[config.mk]
export PLATFORM = sky130hd
export DESIGN_NAME = mgrt_absdiff
export DESIGN_NICKNAME = d
export VERILOG_FILES = /design/src/sv/mgrt_pkg.sv /design/src/sv/mgrt_absdiff.sv
export SDC_FILE = /design/constraint.sdc
export NUM_CORES = 1
export LEC_CHECK = 0
export BUFFER_PORTS_ARGS = -buffer_cell sky130_fd_sc_hd__buf_2
export CORE_MARGIN = 8
export CORE_UTILIZATION = 47
export DETAILED_ROUTE_END_ITERATION = 12
export PLACE_DENSITY = 0.74
export SYNTH_ARGS = -nofsm -noshare
export SYNTH_HDL_FRONTEND = slang
export SYNTH_SLANG_ARGS = --single-unit
[constraint.sdc]
create_clock -name vclk -period 7.45
set_input_delay 1.49 -clock vclk [all_inputs]
set_output_delay 1.49 -clock vclk [all_outputs]
set_load 0.01 [all_outputs]
[src/sv/mgrt_pkg.sv]
`timescale 1ns / 1ps
package mgrt_pkg;

  localparam int VAL_W = 32;
  localparam int CAP_W = 11;
  localparam int CNT_OUT_W = 11;

  typedef enum logic [2:0] {
    ST_IDLE,
    ST_SCAN,
    ST_DRAIN,
    ST_UPDATE,
    ST_REPORT
  } mgrt_state_t;

  typedef struct packed {
    logic start;
    logic room;
    logic cnt_zero;
    logic scan_last;
    logic pipe_busy;
  } mgrt_sts_t;

  typedef struct packed {
    logic busy;
    logic load;
    logic reject;
    logic scan;
    logic update;
    logic report;
  } mgrt_ctl_t;

endpackage

[src/sv/mgrt_absdiff.sv]
`timescale 1ns / 1ps
module mgrt_absdiff (
  input  logic signed [mgrt_pkg::VAL_W-1:0] a,
  input  logic signed [mgrt_pkg::VAL_W-1:0] b,
  output logic        [mgrt_pkg::VAL_W-1:0] diff
);

  import mgrt_pkg::*;

  logic signed [VAL_W:0] d;
  logic        [VAL_W:0] mag;

  // full width difference, never overflows
  always_comb begin
    d = {a[VAL_W-1], a} - {b[VAL_W-1], b};
    mag = d[VAL_W] ? (~d + (VAL_W+1)'(1)) : d;
    diff = mag[VAL_W-1:0];
  end

endmodule

[Word-level counts from Yosys, hierarchy flattened]
Cells that the tools add are included.
Word-level totals
  register bits: 0
  input bits: 64
  word-level logic and storage cells: 4
Cells by class
  add/subtract/negate cells: 2
  mux-type cells: 1
  bitwise logic cells: 1
Operators with widths (count)
  $sub 32x32->33: 1
  $add 32x2->32 const B: 1
  $mux 32: 1
  $not 32->32: 1

[Depth between registers and ports, before layout]
Gate-level depths: netlist of the first run.
  depth in word-level cells: 4
  depth in mapped cells: 15
  depth with buffers taken out: 13

[Worst setup path after synthesis of the first run]
OpenSTA, ideal clock, no wires.
  path type: in2out
  start point: in a[0] (netlist bit)
  end point: out diff[31] (netlist bit)
  data arrival time: 4.417 ns
  required time: 5.960 ns
  path slack: 1.543 ns
  stages: 13
  path buffers: 0
  cell sequence: inv_1 > ha_1 > inv_1 > fa_1 > a211oi_4 > o21ai_2 > a311oi_2 > o21bai_1 > nor4b_2 > nor4b_4 > nand4_2 > o211a_1 > nor4_1
On the way
  longest elaborated chain between the ends: 4
RTL lines
  from (decl): RTL line mgrt_absdiff.sv:3  | input logic signed [mgrt_pkg::VAL_W-1:0] a,
  $sub 32x32->33 *: RTL line mgrt_absdiff.sv:15  | d = {a[VAL_W-1], a} - {b[VAL_W-1], b};
  $not 32->32: RTL line mgrt_absdiff.sv:16  | mag = d[VAL_W] ? (~d + (VAL_W+1)'(1)) : d;
  $add 32x2->32: RTL line mgrt_absdiff.sv:16
  $mux 32 *: RTL line mgrt_absdiff.sv:16
  to (decl): RTL line mgrt_absdiff.sv:5  | output logic [mgrt_pkg::VAL_W-1:0] diff
Every way passes the cells marked *; elsewhere a longest branch is shown, timed or not.

[Final worst setup path of the first run]
Same ends and word-level chain as after synthesis.

==> summary.txt, run 1 <==
Sequential Power Share = 0%
largest net degree at the start of global routing = 30
outcome = finished, final reports clean
hold path cells = 4
post-synthesis sequential area ratio = 0%
max_cap viols = 0
DR pass1 iterations = 5
antenna violations before repair = 0
Via Count = 3786
row count = 30
Vias/cell = 5.934
die width = 99.29 um
crit path from = a[0]
Final Hold Vio Count = 0
per-cell routed wire length = 15.61 um
Mapped Cells = 479
FFs & Latches = 0
Post-CTS Resized = 0
Max Transition Viols Final = 0
grt total ovfl = 0
total wire length = 9956 um
register area = 0 um2
Placed Cells = 638
hold_buf cts = 0
Leakage = 1.746 nW
endpoints failing setup = 0
switch share = 59.83%
fillers = 703
io pins = 96
Fmax achieved = 156.1 MHz
critical path class = in2out
placer congestion estimate = 0.9135
Initial Utilization = 48.26%
startpoint types = primary input
crit path time final = 6.406 ns
global-route wire length before repair = 16240 um
Layout Area Growth over Synthesis = 15.08%
vias in the first global route = 3564
starting DRC count in detailed routing = 270
# diodes = 0
worst vdd rail ir drop = 0.03820 mV
Worst setup EP type = output pin
die area = 0.009859 mm2
data required time of the worst path = 5.96 ns
worst min path class = in2out
final cell count without fillers = 638
Final Power = 466.6 uW
Comb pwr share = 100.0%
crit path capture = diff[31]
Final TNS setup = 0 ns
Synth Net Count = 577
Core Region = 0.006756 mm2
CP Data Arrival Time = 4.92 ns
P_sw = 279.2 uW
GRT Resource Usage Total = 18.72%
# nets final = 658
commonest non-fill, non-tap cell in the layout = buf_2
Multi-input gate area = 0.002980 mm2
unrepaired setup endpoints after global routing = false
Max-slew headroom = 53.54%
Ys Warns = 0
Crit Path Max Fanout = 6
P_int = 187.4 uW
syn avg cell area = 6.807 um2
Remaining DRCs = 0
IO Port Bufs = 96
crit share post-route = 85.98%
hold path startpoint = b[0]
synthesized area = 0.003261 mm2
worst slew pin tran = 0.6920 ns
final hold slack = 3.388 ns
Setup Fix Bufs, Post-CTS = 0
Post-DP HPWL = 8515 um
clock share of power = 0%
Distinct cells, synth = 77
Routed Antenna Nets = 0
most frequent cells in the layout = buf_2 (96), inv_1 (49), nand2_1 (46), a21oi_1 (39), nor2_1 (39)
PD cells = 124.4 mW/mm2
share of cells above drive strength 1 = 23.66%
Layout clock buffers = 0
Die Ht = 99.29 um
==> critical path, stage by stage <==
cell and delay (ns):
buf_2 0.09, inv_1 0.04, ha_1 0.17, inv_1 0.06
fa_1 0.47, a211oi_4 0.30, o21ai_2 0.16, a311oi_2 0.33
o21bai_1 0.13, nor4b_2 0.33, nor4b_4 0.36, nand4_2 0.23
o211a_1 0.27, nor4_1 0.29, buf_2 0.20
==> cell families (layout without fill, tap and decap cells) <==
| logic type | count (synthesis) | after routing | share of synthesized area, % |
|---|---|---|---|
| XOR/XNOR | 46 | 46 | 12.59 |
| multiplexers | 4 | 4 | 1.266 |
| buffers and inverters | 67 | 146 | 8.595 |
| adder cells (fa/ha/maj) | 34 | 34 | 13.28 |
| AND/OR/NAND/NOR | 159 | 159 | 25.86 |
| AO/OA/AOI/OAI | 169 | 169 | 38.41 |
==> routing by layer <==
| layer | share of wire (%) | vias up | track usage, % | routed length (um) |
|---|---|---|---|---|
| li1 | - | 1917 | - | - |
| met1 | 47 | 1743 | 24.84 | 4683 |
| met2 | 47 | 120 | 33.32 | 4683 |
| met3 | 5.4 | 6 | 1.606 | 542 |
| met4 | 0.47 | 0 | 0.6985 | 47 |
| met5 | 0 | - | 0 | 0 |
==> power by group through the flow <==
| stage | logic [mW] | registers (mW) | clock network (mW) |
|---|---|---|---|
| floorplan | 0.325 | 0 | 0 |
| global placement | 0.455 | 0 | 0 |
| detailed placement | 0.462 | 0 | 0 |
| CTS | 0.464 | 0 | 0 |
| global route | 0.510 | 0 | 0 |
| finish | 0.467 | 0 | 0 |
==> metrics by stage <==
step / cell area [um2] / util (%) / setup WS [ns]
after floorplan: 3261 / - / 1.543
after global placement: 3752 / 55.54 / 1.222
after detailed placement: 3752 / 55.54 / 1.102
after CTS: 3752 / 55.54 / 1.087
after global routing: 3752 / 55.54 / 0.7859
final: 3752 / 55.54 / 1.044
==> cell type report <==
type | instances | area share, %
tap | 80 | 2.668
inverter | 49 | 4.902
multi-input combinational | 412 | 79.43
timing repair buffer | 97 | 13.00
==> worst min path at each step <==
| stage | endpoint | slack, ns |
|---|---|---|
| 2_1_floorplan | diff[0] | 3.17 |
| 3_3_place_gp | diff[0] | 3.39 |
| 3_5_place_dp | diff[0] | 3.39 |
| 4_1_cts | diff[0] | 3.39 |
| 5_1_grt | diff[0] | 3.42 |
| 6_report | diff[0] | 3.39 |
==> Yosys cell counts, types with 3 or more instances <==
library cell,count,area share (%)
and3_1,4,0.77
a2111o_1,3,1.0
xnor2_1,25,6.7
o31ai_1,4,0.92
a21o_1,13,3.0
or3_1,7,1.3
a211oi_1,7,1.6
and2_1,3,0.58
a31oi_1,4,0.77
o211ai_1,9,2.1
ha_1,33,13
a2111oi_0,4,1.1
xor2_1,20,5.4
nor2b_1,4,0.77
o21bai_1,4,0.92
nand4_1,10,1.9
mux2i_1,3,0.92
and4_1,4,1.1
nand3_1,9,1.4
nor4_1,4,0.77
o21a_1,5,1.2
nand2_1,46,5.3
or2_2,6,1.2
nand2b_1,6,1.2
inv_1,49,5.6
nor3_1,7,1.1
o21ai_1,4,0.61
nor2_1,39,4.5
buf_2,11,1.7
o21ai_0,30,4.6
clkbuf_1,4,0.46
a21oi_1,39,6.0
(Power assumes the default switching activity.)
==> inputs of run 2 (changes only) <==
- RECOVER_POWER: not set -> 100
==> run 2 against run 1 <==
Net effect: core utilization down 0.81 points; combinational power is 3% lower; setup slack got worse by 0.37 ns; final cell count stayed put; sequential cell count stayed put; critical path depth is 2 lower; global-route usage unchanged; sequential share of layout area did not move; first-iteration DRC count decreased by 5.2%; design area shrank 1.5%.
==> summary.txt, run 2 (same netlist as run 1, synthesis figures left out) <==
max_cap viols = 0
crit share post-route = 90.98%
largest net degree at the start of global routing = 30
Final Hold Vio Count = 0
Cell Area, Placed = 0.003752 mm2
Worst setup EP type = output pin
data required time of the worst path = 5.96 ns
hold_buf cts = 0
Fmax achieved = 147.5 MHz
Layout Area Growth over Synthesis = 13.39%
Layout clock buffers = 0
design area = 0.003697 mm2
DR pass1 iterations = 5
worst min path class = in2out
# nets final = 658
FFs & Latches = 0
Leakage = 1.679 nW
register area = 0 um2
row count = 30
grt total ovfl = 0
Die Ht = 99.29 um
PD cells = 122.9 mW/mm2
Vias/cell = 5.917
Max-slew headroom = 52.72%
vias in the first global route = 3564
crit path time final = 6.778 ns
GRT Resource Usage Total = 18.72%
global-route wire length before repair = 16240 um
CP Data Arrival Time = 5.29 ns
commonest non-fill, non-tap cell in the layout = buf_2
Post-CTS Resized = 0
clock share of power = 0%
Via Count = 3775
critical path class = in2out
Sequential Power Share = 0%
die area = 0.009859 mm2
startpoint types = primary input
IO Port Bufs = 96
Core Region = 0.006756 mm2
P_int = 175.5 uW
outcome = finished, final reports clean
unrepaired setup endpoints after global routing = false
io pins = 96
worst slew pin tran = 0.7041 ns
Initial Utilization = 48.26%
most frequent cells in the layout = buf_2 (74), inv_1 (49), nand2_1 (46), a21oi_1 (39), nor2_1 (39)
per-cell routed wire length = 15.67 um
placer congestion estimate = 0.9135
Post-DP HPWL = 8515 um
total wire length = 9996 um
# diodes = 0
die width = 99.29 um
endpoints failing setup = 0
share of cells above drive strength 1 = 19.00%
Routed Antenna Nets = 0
Comb pwr share = 100.0%
Remaining DRCs = 0
P_sw = 278.8 uW
Setup Fix Bufs, Post-CTS = 0
Max Transition Viols Final = 0
worst vdd rail ir drop = 0.03815 mV
Final TNS setup = 0 ns
Crit Path Max Fanout = 11
starting DRC count in detailed routing = 256
switch share = 61.37%
antenna violations before repair = 0
run 2: cell types whose count changed in the layout (fill, tap and decap cells not counted), sizes merged:
cell    before  now
buf         97   75
clkbuf       0   22
run 2: worst max-delay path, cell delays in order:
cell and delay, ns:
buf_2 0.07, inv_1 0.03, ha_1 0.51, o211ai_1 0.21, o21ai_0 0.60, nand3_1 0.28, a311oi_1 0.57, o211ai_1 0.14
o211ai_1 0.20, nand4_1 0.30, o311a_1 0.37, nor4_1 0.30, buf_2 0.19
run 2: power by group through the flow:
stage / clock (mW) / combinational, mW / sequential, mW
floorplan: 0 / 0.325 / 0
global placement: 0 / 0.455 / 0
detailed placement: 0 / 0.462 / 0
CTS: 0 / 0.464 / 0
global route: 0 / 0.498 / 0
finish: 0 / 0.454 / 0
run 2: worst paths after layout:
path | startpoint | end | slack, ns | depth (start not counted)
setup / recovery | b[4] | diff[31] | 0.67 | 13
hold / removal | b[0] | diff[0] | 3.39 | 4
run 2: per-layer routing:
metal	vias to the layer above	track usage, %	part of all wire (%)
met5	-	0	0
met4	0	0.6985	0.59
met3	8	1.606	7.1
met2	140	33.32	46
met1	1709	24.84	46
li1	1918	-	-
run 2: layout make-up:
class                      count  area [um2]
fill                         717        3059
inverter                      49       183.9
multi-input combinational    412        2953
tap                           80       100.1
timing repair buffer          97       460.4
run 2: per-stage QoR:
step / power [mW] / instances / hold WS (ns) / setup WS [ns] / util [%]
final: 0.4543 / 638 / 3.387 / 0.6718 / 54.72
after global routing: 0.4981 / 638 / 3.420 / 0.3963 / 54.72
after CTS: 0.4635 / 638 / 3.391 / 1.087 / 55.54
after detailed placement: 0.4622 / 638 / 3.390 / 1.102 / 55.54
after global placement: 0.4550 / 638 / 3.388 / 1.222 / 55.54
after floorplan: 0.3251 / 479 / 3.173 / 1.543 / -
