[src/sv/mgrt_pkg.sv]
`timescale 1ns / 1ps
package mgrt_pkg;

  localparam int VAL_W = 32;
  localparam int CAP_W = 11;
  localparam int CNT_OUT_W = 11;

  typedef enum logic [2:0] {
    ST_IDLE,
    ST_SCAN,
    ST_DRAIN,
    ST_UPDATE,
    ST_REPORT
  } mgrt_state_t;

  typedef struct packed {
    logic start;
    logic room;
    logic cnt_zero;
    logic scan_last;
    logic pipe_busy;
  } mgrt_sts_t;

  typedef struct packed {
    logic busy;
    logic load;
    logic reject;
    logic scan;
    logic update;
    logic report;
  } mgrt_ctl_t;

endpackage

[src/sv/mgrt_ctrl.sv]
`timescale 1ns / 1ps
module mgrt_ctrl (
  input  logic                clk,
  input  logic                rst_n,
  input  mgrt_pkg::mgrt_sts_t sts,
  output mgrt_pkg::mgrt_ctl_t ctl
);

  import mgrt_pkg::*;

  mgrt_state_t state_r;
  mgrt_state_t state_nxt;

  always_ff @(posedge clk) begin
    if (!rst_n) begin
      state_r <= ST_IDLE;
    end else begin
      state_r <= state_nxt;
    end
  end

  always_comb begin
    state_nxt = state_r;
    unique case (state_r)
      ST_IDLE: begin
        if (sts.start) begin
          priority if (!sts.room) begin
            state_nxt = ST_REPORT;
          end else if (sts.cnt_zero) begin
            state_nxt = ST_UPDATE;
          end else begin
            state_nxt = ST_SCAN;
          end
        end
      end
      ST_SCAN: begin
        if (sts.scan_last) begin
          state_nxt = ST_DRAIN;
        end
      end
      ST_DRAIN: begin
        if (!sts.pipe_busy) begin
          state_nxt = ST_UPDATE;
        end
      end
      ST_UPDATE: begin
        state_nxt = ST_REPORT;
      end
      ST_REPORT: begin
        state_nxt = ST_IDLE;
      end
      default: begin
        state_nxt = ST_IDLE;
      end
    endcase
  end

  always_comb begin
    ctl = '0;
    unique case (state_r)
      ST_IDLE: begin
        ctl.load = sts.start;
        ctl.reject = sts.start && !sts.room;
      end
      ST_SCAN: begin
        ctl.busy = 1'b1;
        ctl.scan = 1'b1;
      end
      ST_DRAIN: begin
        ctl.busy = 1'b1;
      end
      ST_UPDATE: begin
        ctl.busy = 1'b1;
        ctl.update = 1'b1;
      end
      ST_REPORT: begin
        ctl.busy = 1'b1;
        ctl.report = 1'b1;
      end
      default: begin
        ctl.busy = 1'b1;
      end
    endcase
  end

endmodule

[config.mk]
export PLATFORM = sky130hd
export DESIGN_NAME = mgrt_ctrl
export DESIGN_NICKNAME = d
export VERILOG_FILES = /design/src/sv/mgrt_pkg.sv /design/src/sv/mgrt_ctrl.sv
export SDC_FILE = /design/constraint.sdc
export NUM_CORES = 1
export LEC_CHECK = 0
export BUFFER_PORTS_ARGS = -buffer_cell sky130_fd_sc_hd__buf_2
export CAP_MARGIN = 5
export CORE_AREA = 8 8 45 47
export DETAILED_ROUTE_END_ITERATION = 12
export DIE_AREA = 0 0 53 55
export GPL_TIMING_DRIVEN = 0
export PLACE_DENSITY = 0.44
export SLEW_MARGIN = 20
export SYNTH_ARGS = -nofsm -noshare
export SYNTH_HDL_FRONTEND = slang
export SYNTH_SLANG_ARGS = --single-unit
[constraint.sdc]
create_clock -name clk -period 1.8 [get_ports clk]
set_clock_uncertainty 0.15 [all_clocks]
set_input_delay 0.45 -clock clk [delete_from_list [all_inputs] [get_ports clk]]
set_output_delay 0.45 -clock clk [all_outputs]
set_load 0.02 [all_outputs]
After elaboration in Yosys (flattened, before gate mapping)
Cells that the tools add are included.
{ "classes": {"n_eq_ne": 7, "muxes": 11, "n_reduce_logical": 4} }
{ "op_table": {"columns": ["cell", "n"], "rows": [
  ["$mux 3", 4],
  ["$pmux 3 s4", 1],
  ["$eq 3x2->1 const B", 2],
  ["$ne 2x2->1 const B", 3],
  ["$mux 1", 4],
  ["$mux 2", 2],
  ["$eq 3x1->1 const B", 1],
  ["$eq 3x3->1 const B", 1],
  ["$logic_not 3->1", 1],
  ["$reduce_and 3->1", 1],
  ["$logic_and 1x1->1", 1],
  ["$logic_not 1->1", 1]
]} }
{ "word_totals": {"regBits": 3, "input_bits": 7} }

Logic depth before layout (Yosys ltp)
Gate-level depths: netlist (run 1).
{ "depth": {"depth_word": 4, "depth_mapped": 3, "ltp_nobuf": 2} }

Worst setup path before layout (run 1)
No wires, ideal clock.
{ "synth_path": {"kind": "register -> output", "start": "register state_r[0]", "end": "output port ctl[3] (netlist bit)", "t_arrival_ns": 1.364, "t_required_ns": 1.200, "slack_ns": -0.164, "stages_incl_launch_ff": 4, "path_cell_list": "dfxtp_1 buf_6 nor4b_2 nor2b_1"} }
{ "synth_rtl": {"columns": ["item", "line_no", "text"], "rows": [
  ["start, declared", "mgrt_ctrl.sv:11", "mgrt_state_t state_r;"],
  ["start signal, assigned", "mgrt_ctrl.sv:18", "state_r <= state_nxt;"],
  ["end, declared", "mgrt_ctrl.sv:6", "output mgrt_pkg::mgrt_ctl_t ctl"]
]} }

==> results of run 1 <==
==> placed cells by master, fill, tap and decap left out <==
master      n
buf_2      11
buf_4       4
clkbuf_4    3
nor3b_1     2
nand2b_1    2
or3b_1      2
dfxtp_2     2
and3b_2     1
or3_1       1
nor4b_4     1
nor2b_4     1
a311oi_1    1
a211oi_1    1
nand4bb_2   1
a31oi_1     1
or4b_1      1
nand2_1     1
a21oi_1     1
clkbuf_1    1
buf_6       1
dfxtp_4     1
==> area by class of cell <==
cell class / count / area share
Tap cell: 16 / 0.05479
Multi-Input combinational cell: 17 / 0.4281
Clock buffer: 4 / 0.07192
Sequential cell: 3 / 0.1815
Timing Repair Buffer: 16 / 0.2637
==> final timing paths <==
path               from          to  slack, ps  cells past startpoint
max reg2reg  state_r[1]  state_r[2]        450                      3
max          state_r[0]      ctl[3]         40                      3
min reg2reg  state_r[1]  state_r[2]        380                      2
min              sts[1]  state_r[1]        340                      3
==> layer usage <==
metal	vias up	part of all wire	GRT usage
met4	0	0.018	0.07759
met3	2	0.13	0.02941
met2	15	0.40	0.06641
met1	102	0.45	0.06203
met5	-	0	0
li1	120	-	-
==> through the flow <==
stage,worst slack (ps),TNS (ps)
6_report,39.70,0
2_1_floorplan,41.49,0
4_1_cts,-43.63,-43.63
5_1_grt,-50.35,-50.35
3_3_place_gp,116.1,0
3_5_place_dp,106.8,0
==> timing repair <==
item | CTS | global route
buffers inserted | 4 | 0
endpoints found under the hold margin | 0 | 0
pin swaps | 1 | 1
setup endpoints to repair | 1 | 3
cloned | 0 | 0
resized for setup | 4 | 3
==> kinds of logic (layout without fill, tap and decap cells) <==
kind of cell,Yosys count,count (layout)
and+or+nand+nor,13,13
buffers and inverters,2,20
DFF,3,3
AOI/OAI and AO/OA,4,4
==> cell usage after synthesis <==
library cell	instances
nand4bb_2	1
buf_6	2
nand2b_1	2
nor2b_1	1
nor4b_2	1
and3b_2	1
or3b_1	2
a21oi_1	1
dfxtp_1	3
nor3b_1	2
a31oi_1	1
a311oi_1	1
a211oi_1	1
or4b_1	1
or3_1	1
nand2_1	1
==> tightest hold or removal path, delay by kind of cell <==
| kind | cells | cell delay [ps] |
|---|---|---|
| simple gates | 1 | 60 |
| compound gates | 1 | 70 |
| buf+inv | 1 | 100 |
==> where the power goes <==
| group | switching, mW | internal, mW |
|---|---|---|
| registers | 0.0136 | 0.0745 |
| clock network | 0.0349 | 0.0830 |
| logic | 0.0455 | 0.0533 |
| total | 0.0941 | 0.211 |
==> impl_metrics.ini, run 1 <==
[finish]
regMostFlops = state_r
largestRegisters = state_r x3
n_antenna_cell = 0
stdcell_count = 56
syn2layout_area_growth_pct = 64.04
final_util = 0.2640
final_cell_area_um2 = 365.4
seq_area_um2 = 66.31
nets = 48
multi_input_area_um2 = 156.4
drive_gt1_frac = 0.6500
largest_reg_flops = 3
fill_cells = 152

[clocking]
cts.reportedPaths.clkPinSlew_ps = 30
cts.sinks = 3
numCtsBuffers = 3
cts_buffer_depth = 2
cts-root-buf = clkbuf_4
insertion_delay_ps = 230
cts_tree = yes
cts-htree-levels = 1
cts_hold_buf = 0

[timing]
whs_ps = 342.3
hold_viol_final = 0
min_period_over_period = 0.9779
timing.final.max_slew_violations = 0
rsz0062_at_grt = true
worst_pin_slew_ps = 236.6
finalCriticalPeriod_ps = 1760
setup_viol = 0
maxSlewHeadroom = 0.8412
max_freq_ghz = 0.5681

[power_and_ir_drop]
power_density_mw_per_mm2 = 834.5
p_leak_nw = 0.1677
finalPower_uw = 304.9
vdd_drop_max_mv = 0.2201

[die]
ioPinCount = 13
die_w_um = 53
fp-row-count = 14
core_mm2 = 0.001384
die_h_um = 55
die_area_mm2 = 0.002915
initial_utilization = 0.1609

[detailed_routing]
dr.pass1.iters = 2
routed_wirelength_um = 667
drtAntennaViolNets = 0
drt_iter0_drc = 3
wire_per_inst_um = 11.91
vias_per_cell = 4.268
num_vias = 239
drc = 0

[critical_path]
cp-start-kind = register
critPathMaxFanout = 8
cpPeakStageDelay_ps = 360
cp.arrival_ps = 1160
cp_cell_sequence = nor4b_4 -> nor2b_4 -> buf_6
cp.required_ps = 1200
slowest_stage = dfxtp_4
crit_path_end_kind = primary output
path_class = reg -> out
path_buf_inv = 1
crit_family = simple AND/OR/NAND/NOR gates

[synthesis]
synth.distinct_cells = 16
avgSynthCellArea_um2 = 10.12
synth_compound_area_frac = 0.1236
synth_fp_nets = 29
ys_ff_latch = 3
synth_top_family_by_area = simple AND/OR/NAND/NOR gates
synthCells = 22
synthXorXnorAreaFrac = 0
synth_top_area_share = 0.2697
yosys.area_share.simple = 0.5056
yosysWarnings = 0
synthAdderAreaFrac = 0
yosysTopAreaCell = dfxtp_1
synth_mux_area_frac = 0
seq_area_frac_synth = 0.2697
synthTopCellsByArea = dfxtp_1, buf_6, or3b_1
netlist_area_um2 = 222.7

[grt]
grt.total_usage = 0.05674
antenna_found_initial = 0
gr-total-overflow = 0
grt_max_degree = 8
grt_pass1_wl_um = 1104
grt_pass1_vias = 268

[place]
place_congestion = 0.6480
placed_cells = 50
place_area_um2 = 314.1
portBuffers = 12

[job]
drv_cap = 0

[min_path]
hp-class = in -> reg

[run_status]
status = finished clean
(Power assumes the default switching activity.)
==> run 2: changes to the inputs <==
- RECOVER_POWER: not set -> 50
==> impl_metrics.ini, run 2 (synthesized netlist as in run 1, its figures left out) <==
[clocking]
cts.sinks = 3
cts-root-buf = clkbuf_4
cts_tree = yes
cts_buffer_depth = 2
insertion_delay_ps = 230
cts_hold_buf = 0
cts-htree-levels = 1
cts.reportedPaths.clkPinSlew_ps = 30
numCtsBuffers = 3

[critical_path]
cp-start-kind = register
r2r_end = state_r[2]
cp.arrival_ps = 1160
reg2reg_depth = 3
cp.required_ps = 1200
rr_startpoint = state_r[1]
crit_path_end_kind = primary output
rrSetupSlack_ps = 450
critPathMaxFanout = 8
path_class = reg -> out

[detailed_routing]
drt_iter0_drc = 1
route.met2.wl_um = 266
top_layer = met4
dr_wl_met3_um = 89
num_vias = 238
vias_per_cell = 4.250
drtAntennaViolNets = 0
wire_per_inst_um = 11.75
routedLengthMet1_um = 290
routed_wirelength_um = 658
dr.pass1.iters = 2
drc = 0

[timing]
rsz0062_at_grt = true
hold_viol_final = 0
min_period_over_period = 0.9777
worst_pin_slew_ps = 260.2
maxSlewHeadroom = 0.8273
timing.final.max_slew_violations = 0
whs_ps = 342.7
finalCriticalPeriod_ps = 1760
setup_viol = 0
tns_ps = 0
max_freq_ghz = 0.5682

[min_path]
hold_path_startpoint = sts[1]
hold_end = state_r[1]
holdPathStages = 3
hp-class = in -> reg

[run_status]
status = finished clean

[finish]
n_antenna_cell = 0
regMostFlops = state_r
final_cell_area_um2 = 360.3
nets = 48
stdcell_count = 56
layout_commonest_cell = buf_2
final_cell_mix = buf_2, clkbuf_4, clkbuf_1
largest_reg_flops = 3
largestRegisters = state_r x3
drive_gt1_frac = 0.6000
final_util = 0.2604
syn2layout_area_growth_pct = 61.80

[grt]
grt_pass1_vias = 268
gr-total-overflow = 0
grt_max_degree = 8
grt_pass1_wl_um = 1104
grt.total_usage = 0.05674
antenna_found_initial = 0

[place]
place_area_um2 = 314.1
placed_cells = 50
portBuffers = 12
place_congestion = 0.6480

[power_and_ir_drop]
power_density_mw_per_mm2 = 837.6
p_leak_nw = 0.1588
vdd_drop_max_mv = 0.2194

[die]
die_w_um = 53
die_area_mm2 = 0.002915
initial_utilization = 0.1609
die_h_um = 55
ioPinCount = 13
fp-row-count = 14
core_mm2 = 0.001384

[job]
drv_cap = 0
==> run 2: cell count changes in the layout (fill, tap and decap cells not counted) <==
cell | before | now
buf_4 | 4 | 2
clkbuf_1 | 1 | 3
clkbuf_4 | 3 | 4
buf_2 | 11 | 10
==> run 2: repair_timing <==
item | in CTS | in global routing
resized for setup | 4 | 3
endpoints found under the setup margin | 1 | 3
pin swaps | 1 | 1
setup buffers | 4 | 0
==> run 2: worst max path at each step <==
stage,startpoint,endpoint,slack [ps],cells past startpoint
2_1_floorplan,state_r[0],ctl[3],40,3
3_3_place_gp,sts[4],ctl[3],120,4
3_5_place_dp,sts[4],ctl[3],110,4
4_1_cts,state_r[1],ctl[3],-40,4
5_1_grt,state_r[0],ctl[3],-50,3
6_report,state_r[0],ctl[3],40,3
==> run 2: cell type report <==
class                           count  area, µm²
Tap cell                           16      20.02
Multi-Input combinational cell     17      156.4
Clock buffer                        4      26.28
Sequential cell                     3      66.31
Fill cell                         152       1023
Timing Repair Buffer               16      91.34
==> run 2: critical path: stages (launching register included) <==
cell and delay, ps:
dfxtp_4 360, nor4b_4 270, nor2b_4 180, buf_6 110
==> run 2: report_power, final <==
| group | leakage [nW] | internal (mW) | switching, mW | total, mW |
|---|---|---|---|---|
| clock network | 0.0150 | 0.0830 | 0.0349 | 0.118 |
| registers | 0.0261 | 0.0745 | 0.0134 | 0.0878 |
| logic | 0.118 | 0.0509 | 0.0452 | 0.0960 |
| total | 0.159 | 0.208 | 0.0935 | 0.302 |
==> run 2: per-stage QoR <==
| stage | power, mW | setup WS (ps) |
|---|---|---|
| floorplan | 0.1490 | 41.49 |
| global route | 0.3202 | -50.35 |
| finish | 0.3018 | 40.06 |
| CTS | 0.3205 | -43.63 |
| detailed placement | 0.1782 | 106.8 |
| global placement | 0.1798 | 116.1 |
==> run 2: routing by layer <==
metal,up-vias,global-route usage
met3,2,0.02941
met1,101,0.06203
met4,0,0.07759
li1,120,-
met2,15,0.06641
met5,-,0
==> run 3: changes to the inputs <==
- ABC_AREA: not set -> 1
- PLACE_DENSITY: 0.44 -> 0.45
==> impl_metrics.ini, run 3 <==
[synthesis]
synth_top_area_share = 0.2500
synth_ff_type = dfxtp_1
synthArstFlopShare = 0
seq_area_frac_synth = 0.2500
synthCells = 37
avgSynthCellArea_um2 = 6.493
synth_fp_nets = 44
yosysTopAreaCell = dfxtp_1
synthTopCellsByArea = dfxtp_1, nand3_2, nand2_1
synth_edf_count = 0
ys_ff_latch = 3
yosysWarnings = 0
synth.distinct_cells = 18
yosys.cell_count.top_type = nand2_1
netlist_top_cells_count = nand2_1, inv_1, dfxtp_1, nand3_1, nor2_1
netlist_area_um2 = 240.2

[clocking]
cts_hold_buf = 0
insertion_delay_ps = 230
numCtsBuffers = 3
cts-root-buf = clkbuf_4
cts.reportedPaths.clkPinSlew_ps = 30
cts_tree = yes
cts_buffer_depth = 2
cts-htree-levels = 1
cts.sinks = 3

[die]
die_h_um = 55
ioPinCount = 13
die_w_um = 53
core_mm2 = 0.001384
fp-row-count = 14
die_area_mm2 = 0.002915
initial_utilization = 0.1736

[grt]
grt.total_usage = 0.05019
top_usage_layer = met2
use_met2 = 0.09180
antenna_found_initial = 0
gr-total-overflow = 0
grt_pass1_vias = 274
use_met3 = 0.01337
grt_pass1_wl_um = 1138
grt_max_degree = 9
grt.met1_usage = 0.05144

[place]
portBuffers = 12
place_congestion = 0.7281
placed_cells = 65
dp_hpwl_um = 553

[critical_path]
path_class = reg -> out
cp_cell_sequence = buf_2 -> inv_2 -> nand2_2 -> nor3_2 -> buf_4
cp-start-kind = register
cp.required_ps = 1200
crit_family = buffers and inverters
cpPeakStageDelay_ps = 280
slowest_stage = dfxtp_1
critPathMaxFanout = 8
path_buf_inv = 3
crit_path_end_kind = primary output
cp.arrival_ps = 1110

[power_and_ir_drop]
power_density_mw_per_mm2 = 1721
p_leak_nw = 0.2032
vdd_drop_max_mv = 0.3775

[timing]
hold_viol_final = 0
max_freq_ghz = 0.5835
worst_pin_slew_ps = 176.1
min_period_over_period = 0.9521
timing.final.max_slew_violations = 0
maxSlewHeadroom = 0.8813
finalCriticalPeriod_ps = 1714
rsz0062_at_grt = false
setup_viol = 0
tns_ps = 0

[finish]
drive_gt1_frac = 0.5455
final_cell_mix = buf_2, nand2_1, inv_1
nets = 63
stdcell_count = 71
syn2layout_area_growth_pct = 53.65
layout_commonest_cell = buf_2
largest_reg_flops = 3
regMostFlops = state_r
largestRegisters = state_r x3
n_antenna_cell = 0

[detailed_routing]
drc = 0
vias_per_cell = 4.042
routed_wirelength_um = 672
drt_iter0_drc = 2
drtAntennaViolNets = 0
num_vias = 287
wire_per_inst_um = 9.465
dr.pass1.iters = 4

[job]
drv_cap = 0

[min_path]
hp-class = in -> reg

[run_status]
status = finished clean
==> run 3: area by class of cell <==
cell class,count,area (µm²)
fill,160,1015
multi-input combinational,26,150.1
timing repair buffer,14,77.57
sequential,3,62.56
inverter,7,27.53
clock buffer,4,26.28
tap,16,20.02
buffer,1,5.005
==> run 3: cell families (layout without fill, tap and decap cells) <==
kind of cell,Yosys count,after routing,synth area share
DFF,3,3,0.2500
buffers and inverters,8,26,0.1354
and+or+nand+nor,21,21,0.4948
AOI/OAI and AO/OA,5,5,0.1198
==> run 3: power breakdown <==
group | switching, mW | internal [mW] | leakage (nW)
logic | 0.236 | 0.156 | 0.163
registers | 0.0332 | 0.0951 | 0.0255
clock network | 0.0327 | 0.0829 | 0.0150
==> run 3: worst min-delay path, delay by kind of cell <==
family / cells / cell delay [ps]
buffers and inverters: 2 / 150
and+or+nand+nor: 1 / 60
==> run 3: metrics by stage <==
| step | power (mW) | util | hold WS [ps] | worst slack (ps) | instance area, µm² |
|---|---|---|---|---|---|
| 5_1_grt | 0.7009 | 0.2667 | 316.5 | 16.13 | 369.1 |
| 4_1_cts | 0.6074 | 0.2505 | 302.4 | 9.330 | 346.6 |
| 2_1_floorplan | 0.3871 | - | 397.6 | 73.47 | 240.2 |
| 3_3_place_gp | 0.4792 | 0.2315 | 526.8 | 247.6 | 320.3 |
| 3_5_place_dp | 0.4840 | 0.2315 | 525.9 | 255.6 | 320.3 |
| 6_report | 0.6352 | 0.2667 | 306.0 | 86.19 | 369.1 |
==> run 3: metal layers <==
| metal | wire length, µm | vias up |
|---|---|---|
| met1 | 270 | 129 |
| met5 | 0 | - |
| li1 | - | 153 |
| met4 | 0 | 0 |
| met3 | 27 | 0 |
| met2 | 373 | 5 |
==> run 3: path summary, 6_finish.rpt <==
path	start	endpoint	slack, ps	cells past startpoint
worst min-delay path	rst_n	state_r[1]	310	3
worst max register to register	state_r[2]	state_r[1]	570	7
worst min register to register	state_r[0]	state_r[0]	490	3
worst max-delay path	state_r[1]	ctl[3]	90	5
==> run 3: what timing repair did <==
| action | CTS | global route |
|---|---|---|
| pin swaps | 1 | 1 |
| gates resized for setup | 0 | 4 |
| setup endpoints to repair | 1 | 3 |
| setup buffers | 0 | 2 |
| cloned | 0 | 0 |
